$ cat config.mk
export PLATFORM = sky130hd
export DESIGN_NAME = sorted_insert_buffer_unit
export DESIGN_NICKNAME = d
export VERILOG_FILES = /design/src/sv/sib_pkg.sv /design/src/sv/sib_store.sv /design/src/sv/sorted_insert_buffer_unit.sv
export SDC_FILE = /design/constraint.sdc
export NUM_CORES = 2
export LEC_CHECK = 0
export ABC_AREA = 0
export BUFFER_PORTS_ARGS = -buffer_cell sky130_fd_sc_hd__clkbuf_2
export CAP_MARGIN = 20
export CORE_ASPECT_RATIO = 0.5
export CORE_MARGIN = 4
export CORE_UTILIZATION = 59
export CTS_BUF_LIST = sky130_fd_sc_hd__clkbuf_8
export CTS_CLUSTER_SIZE = 20
export DETAILED_ROUTE_END_ITERATION = 7
export PLACE_DENSITY = 0.81
export SYNTH_ARGS = -nofsm -noshare
export SYNTH_HDL_FRONTEND = slang
export SYNTH_SLANG_ARGS = --single-unit
export TNS_END_PERCENT = 50
$ cat constraint.sdc
create_clock -name clock -period 4.6 [get_ports clock]
set_input_delay 0.92 -clock clock [delete_from_list [all_inputs] [get_ports clock]]
set_output_delay 0.92 -clock clock [all_outputs]
set_load 0.02 [all_outputs]
$ cat src/sv/sib_pkg.sv
`default_nettype none
// ----------------------------------------------------------------------------
// sib_pkg: shared types and constants for the sorted insert buffer
// Request opcodes, response kinds, payload widths and sequencer states.
// ----------------------------------------------------------------------------
package sib_pkg;

   localparam int WordWidth = 32;   // stored value width
   localparam int PosWidth  = 5;    // reported position width
   localparam int OpWidth   = 2;    // opcode and response kind width
   localparam int MaxDump   = 32;   // most responses one dump produces

   // request opcodes (req_tuser)
   localparam logic [OpWidth-1:0] CMD_INSERT = 2'd0;
   localparam logic [OpWidth-1:0] CMD_DUMP   = 2'd1;
   localparam logic [OpWidth-1:0] CMD_CLEAR  = 2'd2;

   // response kinds (rsp_tuser)
   localparam logic [OpWidth-1:0] KIND_INSERT = 2'd0;
   localparam logic [OpWidth-1:0] KIND_ELEM   = 2'd1;
   localparam logic [OpWidth-1:0] KIND_EMPTY  = 2'd2;

   typedef enum logic [2:0] {
      ST_IDLE,
      ST_INS_SCAN,
      ST_INS_FILL,
      ST_RESP,
      ST_DUMP
   } state_type;

endpackage : sib_pkg
`default_nettype wire

$ cat src/sv/sib_store.sv
`default_nettype none
// ----------------------------------------------------------------------------
// sib_store: entry memory of the sorted insert buffer
// One write port and one read port; read data is registered.
// ----------------------------------------------------------------------------
module sib_store #(
   parameter int DEPTH = 32,
   parameter int AW    = 5
) (
   input  wire                           clock,
   input  wire                           wr_en,
   input  wire  [AW-1:0]                 wr_addr,
   input  wire  [sib_pkg::WordWidth-1:0] wr_data,
   input  wire  [AW-1:0]                 rd_addr,
   output logic [sib_pkg::WordWidth-1:0] rd_data
);

   logic [sib_pkg::WordWidth-1:0] mem [DEPTH];

   always_ff @(posedge clock) begin
      if (wr_en) begin
         mem[wr_addr] <= wr_data;
      end
   end

   always_ff @(posedge clock) begin
      rd_data <= mem[rd_addr];
   end

endmodule : sib_store
`default_nettype wire

$ cat src/sv/sorted_insert_buffer_unit.sv
`default_nettype none
// ----------------------------------------------------------------------------
// sorted_insert_buffer_unit: bounded store of signed values kept in order
// Insert, dump and clear requests over a stream interface.
// ----------------------------------------------------------------------------
// Keeps up to CAPACITY signed 32-bit values in ascending order in a single
// port-pair memory. An insert walks the store from its top entry downward
// through one shared signed compare, moving every entry that is greater than
// or equal to the new value up by one slot per cycle, then drops the value
// into the hole; it reports the final index (mod 32), whether the entry it
// landed in front of was equal, or overflow when the store is full. A dump
// streams one stored value per cycle while the output register is free (at
// most 32, tlast on the final one), the first behind the registered memory
// read; an empty dump, a clear and an overflow each give one kind-2 /
// overflow response. Every response waits for a free output register. The
// block takes one request at a time; a response waits in an output register
// while the sequencer returns to idle. Opcode 3 is accepted and ignored.
// ----------------------------------------------------------------------------
module sorted_insert_buffer_unit #(
   parameter int CAPACITY = 32
) (
   input  wire         clock,
   input  wire         reset,
   // request channel
   input  wire         req_tvalid,
   output logic        req_tready,
   input  wire  [31:0] req_tdata,   // [31:0] value
   input  wire  [1:0]  req_tuser,   // [1:0] cmd
   // response channel
   output logic        rsp_tvalid,
   input  wire         rsp_tready,
   output logic [39:0] rsp_tdata,   // [31:0] element, [36:32] position,
                                    // [37] dup_found, [38] overflow, [39] zero
   output logic [1:0]  rsp_tuser,   // [1:0] kind
   output logic        rsp_tlast    // last
);

   localparam int AW = (CAPACITY > 1) ? $clog2(CAPACITY) : 1;
   localparam int CW = $clog2(CAPACITY + 1);
   localparam int WW = sib_pkg::WordWidth;
   localparam int PW = sib_pkg::PosWidth;
   localparam int DumpLen = (CAPACITY < sib_pkg::MaxDump) ? CAPACITY : sib_pkg::MaxDump;
   localparam logic [CW-1:0] CapCount  = CW'(CAPACITY);
   localparam logic [CW-1:0] DumpCount = CW'(DumpLen);

   // sequencer state
   sib_pkg::state_type state_ff, state_in;
   logic [CW-1:0]            count_ff, count_in;
   logic [AW-1:0]            slot_ff, slot_in;     // hole that the new value fills
   logic [AW-1:0]            idx_ff, idx_in;       // dump index
   logic [WW-1:0]            value_ff, value_in;
   logic [1:0]               cmd_ff, cmd_in;
   logic                     dup_ff, dup_in;

   // output register
   logic                     rsp_valid_ff, rsp_valid_in;
   logic [39:0]              rsp_data_ff, rsp_data_in;
   logic [1:0]               rsp_kind_ff, rsp_kind_in;
   logic                     rsp_last_ff, rsp_last_in;

   // memory ports
   logic                     wr_en;
   logic [AW-1:0]            wr_addr;
   logic [WW-1:0]            wr_data;
   logic [AW-1:0]            rd_addr;
   logic [WW-1:0]            rd_data;

   // shared compare unit
   logic                     cmp_ge;
   logic                     cmp_eq;

   // response load strobe and payload
   logic                     out_free;
   logic                     load;
   logic [1:0]               ld_kind;
   logic [WW-1:0]            ld_elem;
   logic [PW-1:0]            ld_pos;
   logic                     ld_dup;
   logic                     ld_ovf;
   logic                     ld_last;

   // index extended before the modulo-32 position cut
   logic [AW+PW-1:0]         slot_ext;
   logic [AW+PW-1:0]         idx_ext;
   logic [CW-1:0]            idx_next_cnt;

   sib_store #(
      .DEPTH (CAPACITY),
      .AW    (AW)
   ) u_store (
      .clock   (clock),
      .wr_en   (wr_en),
      .wr_addr (wr_addr),
      .wr_data (wr_data),
      .rd_addr (rd_addr),
      .rd_data (rd_data)
   );

   assign cmp_ge = $signed(rd_data) >= $signed(value_ff);
   assign cmp_eq = rd_data == value_ff;

   assign out_free     = !rsp_valid_ff || rsp_tready;
   assign slot_ext     = (AW+PW)'(slot_ff);
   assign idx_ext      = (AW+PW)'(idx_ff);
   assign idx_next_cnt = CW'(idx_ff) + CW'(1);

   assign req_tready = (state_ff == sib_pkg::ST_IDLE);

   always_comb begin
      state_in = state_ff;
      count_in = count_ff;
      slot_in  = slot_ff;
      idx_in   = idx_ff;
      value_in = value_ff;
      cmd_in   = cmd_ff;
      dup_in   = dup_ff;
      wr_en    = 1'b0;
      wr_addr  = slot_ff;
      wr_data  = value_ff;
      rd_addr  = '0;
      load     = 1'b0;
      ld_kind  = sib_pkg::KIND_EMPTY;
      ld_elem  = '0;
      ld_pos   = '0;
      ld_dup   = 1'b0;
      ld_ovf   = 1'b0;
      ld_last  = 1'b1;

      unique case (state_ff)
         sib_pkg::ST_IDLE: begin
            rd_addr = (req_tuser == sib_pkg::CMD_DUMP) ? '0 : AW'(count_ff - CW'(1));
            if (req_tvalid) begin
               value_in = req_tdata;
               cmd_in   = req_tuser;
               dup_in   = 1'b0;
               slot_in  = AW'(count_ff);
               idx_in   = '0;
               unique case (req_tuser)
                  sib_pkg::CMD_INSERT: begin
                     if (count_ff == CapCount) begin
                        state_in = sib_pkg::ST_RESP;
                     end else if (count_ff == '0) begin
                        state_in = sib_pkg::ST_INS_FILL;
                     end else begin
                        state_in = sib_pkg::ST_INS_SCAN;
                     end
                  end
                  sib_pkg::CMD_DUMP: begin
                     state_in = (count_ff == '0) ? sib_pkg::ST_RESP : sib_pkg::ST_DUMP;
                  end
                  sib_pkg::CMD_CLEAR: begin
                     count_in = '0;
                     state_in = sib_pkg::ST_RESP;
                  end
                  default: begin
                     state_in = sib_pkg::ST_IDLE;   // unused opcode
                  end
               endcase
            end
         end

         // rd_data holds the entry just below the hole
         sib_pkg::ST_INS_SCAN: begin
            rd_addr = slot_ff - AW'(2);
            if (cmp_ge) begin
               wr_en   = 1'b1;
               wr_data = rd_data;
               dup_in  = cmp_eq;
               slot_in = slot_ff - AW'(1);
               if (slot_ff == AW'(1)) begin
                  state_in = sib_pkg::ST_INS_FILL;
               end
            end else begin
               state_in = sib_pkg::ST_INS_FILL;
            end
         end

         sib_pkg::ST_INS_FILL: begin
            wr_en = 1'b1;
            if (out_free) begin
               load     = 1'b1;
               ld_kind  = sib_pkg::KIND_INSERT;
               ld_pos   = slot_ext[PW-1:0];
               ld_dup   = dup_ff;
               count_in = count_ff + CW'(1);
               state_in = sib_pkg::ST_IDLE;
            end
         end

         // overflow report, empty dump or clear acknowledge
         sib_pkg::ST_RESP: begin
            if (out_free) begin
               load = 1'b1;
               if (cmd_ff == sib_pkg::CMD_INSERT) begin
                  ld_kind = sib_pkg::KIND_INSERT;
                  ld_ovf  = 1'b1;
               end
               state_in = sib_pkg::ST_IDLE;
            end
         end

         // keep rereading the current entry while the output is stalled
         sib_pkg::ST_DUMP: begin
            rd_addr = out_free ? idx_ff + AW'(1) : idx_ff;
            if (out_free) begin
               load    = 1'b1;
               ld_kind = sib_pkg::KIND_ELEM;
               ld_elem = rd_data;
               ld_pos  = idx_ext[PW-1:0];
               ld_last = (idx_next_cnt == DumpCount) || (idx_next_cnt == count_ff);
               if (ld_last) begin
                  state_in = sib_pkg::ST_IDLE;
               end else begin
                  idx_in = idx_ff + AW'(1);
               end
            end
         end

         default: begin
            state_in = sib_pkg::ST_IDLE;
         end
      endcase
   end

   always_comb begin
      rsp_valid_in = rsp_valid_ff;
      rsp_data_in  = rsp_data_ff;
      rsp_kind_in  = rsp_kind_ff;
      rsp_last_in  = rsp_last_ff;
      if (load) begin
         rsp_valid_in = 1'b1;
         rsp_data_in  = {1'b0, ld_ovf, ld_dup, ld_pos, ld_elem};
         rsp_kind_in  = ld_kind;
         rsp_last_in  = ld_last;
      end else if (rsp_tready) begin
         rsp_valid_in = 1'b0;
      end
   end

   always_ff @(posedge clock) begin
      if (reset) begin
         state_ff     <= sib_pkg::ST_IDLE;
         count_ff     <= '0;
         rsp_valid_ff <= 1'b0;
      end else begin
         state_ff     <= state_in;
         count_ff     <= count_in;
         rsp_valid_ff <= rsp_valid_in;
      end
   end

   always_ff @(posedge clock) begin
      slot_ff     <= slot_in;
      idx_ff      <= idx_in;
      value_ff    <= value_in;
      cmd_ff      <= cmd_in;
      dup_ff      <= dup_in;
      rsp_data_ff <= rsp_data_in;
      rsp_kind_ff <= rsp_kind_in;
      rsp_last_ff <= rsp_last_in;
   end

   assign rsp_tvalid = rsp_valid_ff;
   assign rsp_tdata  = rsp_data_ff;
   assign rsp_tuser  = rsp_kind_ff;
   assign rsp_tlast  = rsp_last_ff;

`ifndef SYNTHESIS
   // the fill count never passes the capacity
   a_count_bound : assert property (@(posedge clock) disable iff (reset)
      count_ff <= CapCount)
      else $error("entry count above capacity");

   // completing an insert grows the store by exactly one
   a_fill_grows : assert property (@(posedge clock) disable iff (reset)
      (state_ff == sib_pkg::ST_INS_FILL) && out_free |=>
      count_ff == $past(count_ff) + CW'(1))
      else $error("insert did not grow the store");

   // dumped elements only come from a non-empty store
   a_dump_nonempty : assert property (@(posedge clock) disable iff (reset)
      (state_ff == sib_pkg::ST_DUMP) |-> count_ff != '0)
      else $error("dump running on an empty store");

   // the scan never runs on an empty hole index
   a_scan_slot : assert property (@(posedge clock) disable iff (reset)
      (state_ff == sib_pkg::ST_INS_SCAN) |-> slot_ff != '0)
      else $error("insert scan below the first entry");
`endif

endmodule : sorted_insert_buffer_unit
`default_nettype wire

# After elaboration in Yosys (flattened, before gate mapping)
# Memory sizes are Yosys's and may differ from the RTL's. A register that Yosys moved wholly into a read port is not among the register bits.
# Index checks and enable logic that the tools add are counted.
op_classes:
  eq_ne: 20
  add_sub_neg: 6
  order_cmp: 1
  n_mux: 47
  n_reduce_logical: 21
ops:
  columns: ["cell", "count"]
  rows:
  - ["$mux 32", 2]
  - ["$mux 5", 9]
  - ["$eq 32x32->1", 1]
  - ["$ge 32x32->1", 1]
  - ["$pmux 5 s2", 3]
  - ["$mux 3", 7]
  - ["$mux 6", 3]
  - ["$pmux 5 s3", 1]
  - ["$eq 6x6->1 const B", 2]
  - ["$mux 2", 6]
  - ["$ne 2x2->1 const B", 6]
  - ["$pmux 3 s4", 1]
  - ["$pmux 6 s2", 1]
  - ["$mux 1", 10]
  - ["$sub 5x1->5 const B", 2]
  - ["$pmux 3 s3", 1]
  - ["$reduce_and 2->1", 4]
  - ["$reduce_and 4->1", 2]
  - ["$reduce_bool 2->1", 4]
  - ["$add 5x1->6 const B", 1]
  - ["$add 6x1->6 const B", 1]
  - ["$eq 3x2->1 const B", 2]
  - ["$eq 6x6->1", 1]
  - ["$logic_not 6->1", 1]
  - ["19 further kinds", 23]
word_totals:
  elab_cells: 110
  output_inout_bits: 45
  in_bits: 38
  mem_count: 1
  mem_bits_rw: 1024
  regBits: 97
memory_table:
  columns: ["memory", "depth", "width", "read_ports", "rd_clocked_by_memory_dff", "wr", "line_no", "source"]
  rows:
  - ["u_store.mem", 32, 32, 1, 1, 1, "sib_store.sv:18", "logic [sib_pkg::WordWidth-1:0] mem [DEPTH];"]

# Longest topological paths before layout
logic_depth:
  word_depth: 6
  depth_mapped: 14
  mapped_depth_nobuf: 10

# Modules after synthesis
# A second synthesis with hierarchy kept.
hier_totals:
  hier_cells: 2721
  area_unflattened_um2: 45894.0
modules_own_cells:
  columns: ["module", "area_per_inst_um2", "instances", "seq_area_each_um2", "cells_per_inst"]
  rows:
  - ["sib_store", 40492.6, 1, 31390.1, 2260]
  - ["sorted_insert_buffer_unit", 5401.4, 1, 2812.7, 461]

# Worst setup path before layout
# No wires, ideal clock.
synth_timing:
  kind: "register to register"
  start: "register value_ff[15]"
  end: "memory u_store.mem[0][10] (netlist name) (data pin)"
  period_less_slack_ns: 4.266
  setup_ns: 0.468
  arrival_time_ns: 3.798
  path_buffers: 3
  required_time_ns: 4.132
  path_stages_with_launch: 13
  path_slack_ns: 0.334
  path_cell_list: "edfxtp_1 -> inv_1 -> ha_1 -> nand4_1 -> nor4_1 -> o21ai_0 -> a31o_2 -> or2_1 -> buf_2 -> and3_1 -> buf_2 -> buf_2 -> o31ai_1"
synth_via:
  elab_chain_len: 3
synth_lines:
  columns: ["item", "line_no", "source"]
  rows:
  - ["start, declared", "sorted_insert_buffer_unit.sv:51", "logic [WW-1:0] value_ff, value_in;"]
  - ["start signal, assigned", "sorted_insert_buffer_unit.sv:255", "value_ff <= value_in;"]
  - ["$ge 32x32->1", "sorted_insert_buffer_unit.sv:99", "assign cmp_ge = $signed(rd_data) >= $signed(value_ff);"]
  - ["$mux 32", "sorted_insert_buffer_unit.sv:165", "if (cmp_ge) begin"]
  - ["$mux 32", "sorted_insert_buffer_unit.sv:129", "unique case (state_ff)"]
  - ["via u_store.wr_data (one bit)", "sib_store.sv:13", "input wire [sib_pkg::WordWidth-1:0] wr_data,"]
  - ["end, declared", "sib_store.sv:18", null]
# The timed path passes the listed nets, and every way through them passes these cells.

# Worst setup path after layout
layout_timing:
  start: "register u_store.rd_data[13] (netlist name), read port of u_store.mem"
  end: "memory u_store.mem[25][8] (netlist name) (data pin)"
layout_via:
  elab_chain_len: 3
layout_lines:
  columns: ["item", "line_no", "source"]
  rows:
  - ["start, declared", "sib_store.sv:15", "output logic [sib_pkg::WordWidth-1:0] rd_data"]
  - ["$ge 32x32->1", "sorted_insert_buffer_unit.sv:99", null]
  - ["$mux 32", "sorted_insert_buffer_unit.sv:165", null]
  - ["$mux 32", "sorted_insert_buffer_unit.sv:129", null]
  - ["via u_store.wr_data (one bit)", "sib_store.sv:13", null]
# The timed path passes the listed nets, and every way through them passes these cells.

==> results.sh <==
export IMPL_grt_use_total_pct=30.8
export IMPL_layout_nets=3264
export IMPL_max_vdd_ir_drop_uv=1020
export IMPL_crit_family="simple AND/OR/NAND/NOR gates"
export IMPL_syn_avg_cell_area_um2=15.8
export IMPL_worst_path_buf_inv=4
export IMPL_final_cell_mix="1111 x edfxtp_1, 381 x nand2_1, 195 x and2_1"
export IMPL_io_buffers=81
export IMPL_multiInputGateArea_mm2=0.0127
export IMPL_core_mm2=0.0796
export IMPL_synthToLayoutAreaGrowth_pct=13.2
export IMPL_max_stage_delay_ns=0.74
export IMPL_final_common_cell="edfxtp_1"
export IMPL_stdcell_area_mm2=0.0537
export IMPL_critical_path_class="reg2reg"
export IMPL_cp_end_kind="flop"
export IMPL_cellPowerDensity_mw_per_mm2=737
export IMPL_synth_edf_count=1111
export IMPL_diodes=0
export IMPL_maxCapViolations=0
export IMPL_placementRows=73
export IMPL_ys_top_cells_by_area="edfxtp_1 70%, a221oi_1 3.4%, mux4_2 3.0%, nand2_1 3.0%, and2_1 2.6%"
export IMPL_nFillCells=4806
export IMPL_die_area_mm2=0.0854
export IMPL_yosys_area_top_type="edfxtp_1"
export IMPL_async_flop_share_pct=0
export IMPL_clk_pin_slew_ns=0.07
export IMPL_syn_nets=3096
export IMPL_cts_resized=0
export IMPL_cpMaxStageDelayCell="dfxtp_1"
export IMPL_yosys_warnings=0
export IMPL_gp_congestion=0.920
export IMPL_io_pins=83
export IMPL_hold_violations=0
export IMPL_fin_skew_ns=0.0328
export IMPL_die_h_um=209
export IMPL_hold_class="in2reg"
export IMPL_start_kind="flop"
export IMPL_antenna_found_initial=2
export IMPL_clock_path_buffers=3
export IMPL_root_buffer="clkbuf_8"
export IMPL_synthFlopType="edfxtp_1"
export IMPL_post_cts_buffers=0
export IMPL_path_common_cell="buf_4"
export IMPL_drt_wl_total_mm=133
export IMPL_slew_headroom_pct=30.1
export IMPL_postRouteAntennaNets=0
export IMPL_max_freq_mhz=234
export IMPL_cts_tree="yes"
export IMPL_period_share_pct=92.7
export IMPL_yosys_area_top_type_share_pct=70.2
export IMPL_first_pass_iters=6
export IMPL_synth_seq_cells=1153
export IMPL_rsz0062_at_grt="no"
export IMPL_final_layout_size_suffix_gt1_share_pct=20.0
export IMPL_fin_tns_setup_ns=0
export IMPL_grt_pass1_vias=29600
export IMPL_hold_buffers=0
export IMPL_dp_hpwl_mm=76.0
export IMPL_maxSlewViolCount=0
export IMPL_wl_per_cell_um=30.2
export IMPL_grt_pass1_wl_mm=194
export IMPL_cts_max_level=4
export IMPL_start_util_pct=59.7
export IMPL_insertion_delay_ns=0.79
export IMPL_drc_errors=0
export IMPL_yosysUniqueCellTypes=67
export IMPL_postSynthCellCount=3014
export IMPL_yosysSeqAreaShare_pct=72.0
export IMPL_place_area_mm2=0.0506
export IMPL_crit_fanout=32
export IMPL_worstPathRequired_ns=5.14
export IMPL_p_leak_nw=18.1
export IMPL_cp_arrival_ns=4.80
export IMPL_seq_area_mm2=0.0342
export IMPL_clkSinkCount=1153
export IMPL_worst_pin_slew_ns=1.05
export IMPL_fin_crit_ns=4.26
export IMPL_vias_per_cell=6.87
export IMPL_path_cells="ha_1, nand4_1, nor4_1, buf_4, o21ai_0, a31o_2, or2_1, buf_4, and3_2, buf_4, o31ai_4, buf_4"
export IMPL_dr_first_iter_drc_count=5399
export IMPL_status="finished clean"
export IMPL_die_x_um=409
export IMPL_numCtsBuffers=157
export IMPL_gr_total_overflow=0
export IMPL_synth_area_mm2=0.0475
export IMPL_vias=30200
export IMPL_grt_max_degree=123
export IMPL_setup_viol=0
[registers in the layout (all words and copies together) (netlist names)]
register	count
count_ff	6
u_store.mem	1024
rsp_tdata	39
rsp_tvalid	1
dup_ff	1
rsp_tuser	2
slot_ff	5
value_ff	32
rsp_tlast	1
idx_ff	5
state_ff	3
u_store.rd_data	32
cmd_ff	2
[cell usage after synthesis, types with 15 or more instances]
| library cell | instances |
|---|---|
| nor2_1 | 28 |
| buf_2 | 59 |
| mux2i_1 | 98 |
| buf_6 | 29 |
| clkbuf_1 | 141 |
| ha_1 | 44 |
| and2_1 | 197 |
| mux4_2 | 64 |
| a221oi_1 | 185 |
| nand2_1 | 383 |
| a31oi_1 | 34 |
| edfxtp_1 | 1111 |
| o31ai_1 | 31 |
| a311oi_1 | 128 |
| dfxtp_1 | 42 |
| and3_1 | 39 |
| inv_1 | 42 |
| a211oi_1 | 60 |
| o21ai_0 | 15 |
| o21bai_1 | 33 |
| a32oi_1 | 32 |
| a211oi_2 | 39 |
| a21oi_1 | 49 |
[worst reg2reg max path: cells and delay by family, from the launching register on]
family	cells	cell delay, ns
AND/OR/NAND/NOR	4	1.30
buffers and inverters	4	1.09
flip-flops	1	0.74
AO/OA/AOI/OAI	3	0.62
adder cells (fa/ha/maj)	1	0.25
[cells by family after synthesis]
family / Yosys count / share of synthesized area [%]
xor gates and xnor gates: 22 / 0.406
muxes: 164 / 5.15
buffers and inverters: 286 / 2.92
adders and majority gates: 44 / 1.16
and+or+nand+nor: 702 / 7.11
AOI/OAI and AO/OA: 642 / 11.2
other: 1 / 0.00790
DFF: 1153 / 72.0
[per-stage QoR]
stage / hold slack, ns / util, % / setup slack [ns] / std cells / total power, mW
6_report: 0.302 / 67.5 / 0.335 / 4399 / 39.6
5_1_grt: 0.271 / 67.5 / 0.249 / 4399 / 41.0
4_1_cts: 0.261 / 67.5 / 0.505 / 4397 / 39.1
3_5_place_dp: 0.507 / 63.6 / 0.309 / 4108 / 31.4
3_3_place_gp: 0.510 / 63.6 / 0.407 / 4108 / 30.8
2_1_floorplan: 0.497 / - / 0.334 / 3014 / 25.5
[power by group]
part | leakage (nW) | switching, mW | internal (mW)
Sequential | 10.4 | 0.692 | 13.8
Clock | 1.81 | 3.81 | 3.90
Combinational | 5.93 | 11.5 | 5.89
Total | 18.1 | 16.0 | 23.6
[metal layers]
metal	share of wire [%]	vias up	wire [um]	global-route usage [%]
met4	4.0	0	5340	12.3
met2	44	2632	58300	44.9
met5	0	-	0	0
li1	-	12300	-	-
met3	17	394	22800	11.1
met1	35	14800	46500	42.7
[path summary, 6_finish.rpt]
path	endpoint	slack, ns	depth (start not counted)	startpoint
setup / recovery	u_store.mem[25][8]	0.34	12	u_store.rd_data[13]
hold / removal	value_ff[21]	0.30	1	req_tdata[21]
setup reg to reg	u_store.mem[25][8]	0.34	12	u_store.rd_data[13]
hold reg to reg	rsp_tdata[37]	0.52	1	dup_ff
[cell type report]
class                      instances  area share, %
clock buffer                     185           4.74
clock inverter                   104           1.06
inverter                          44          0.310
multi-input combinational       1575           23.6
sequential                      1153           63.6
tap                             1087           2.53
timing repair buffer             251           4.10
No activity file was read; power rests on OpenSTA's default activity.
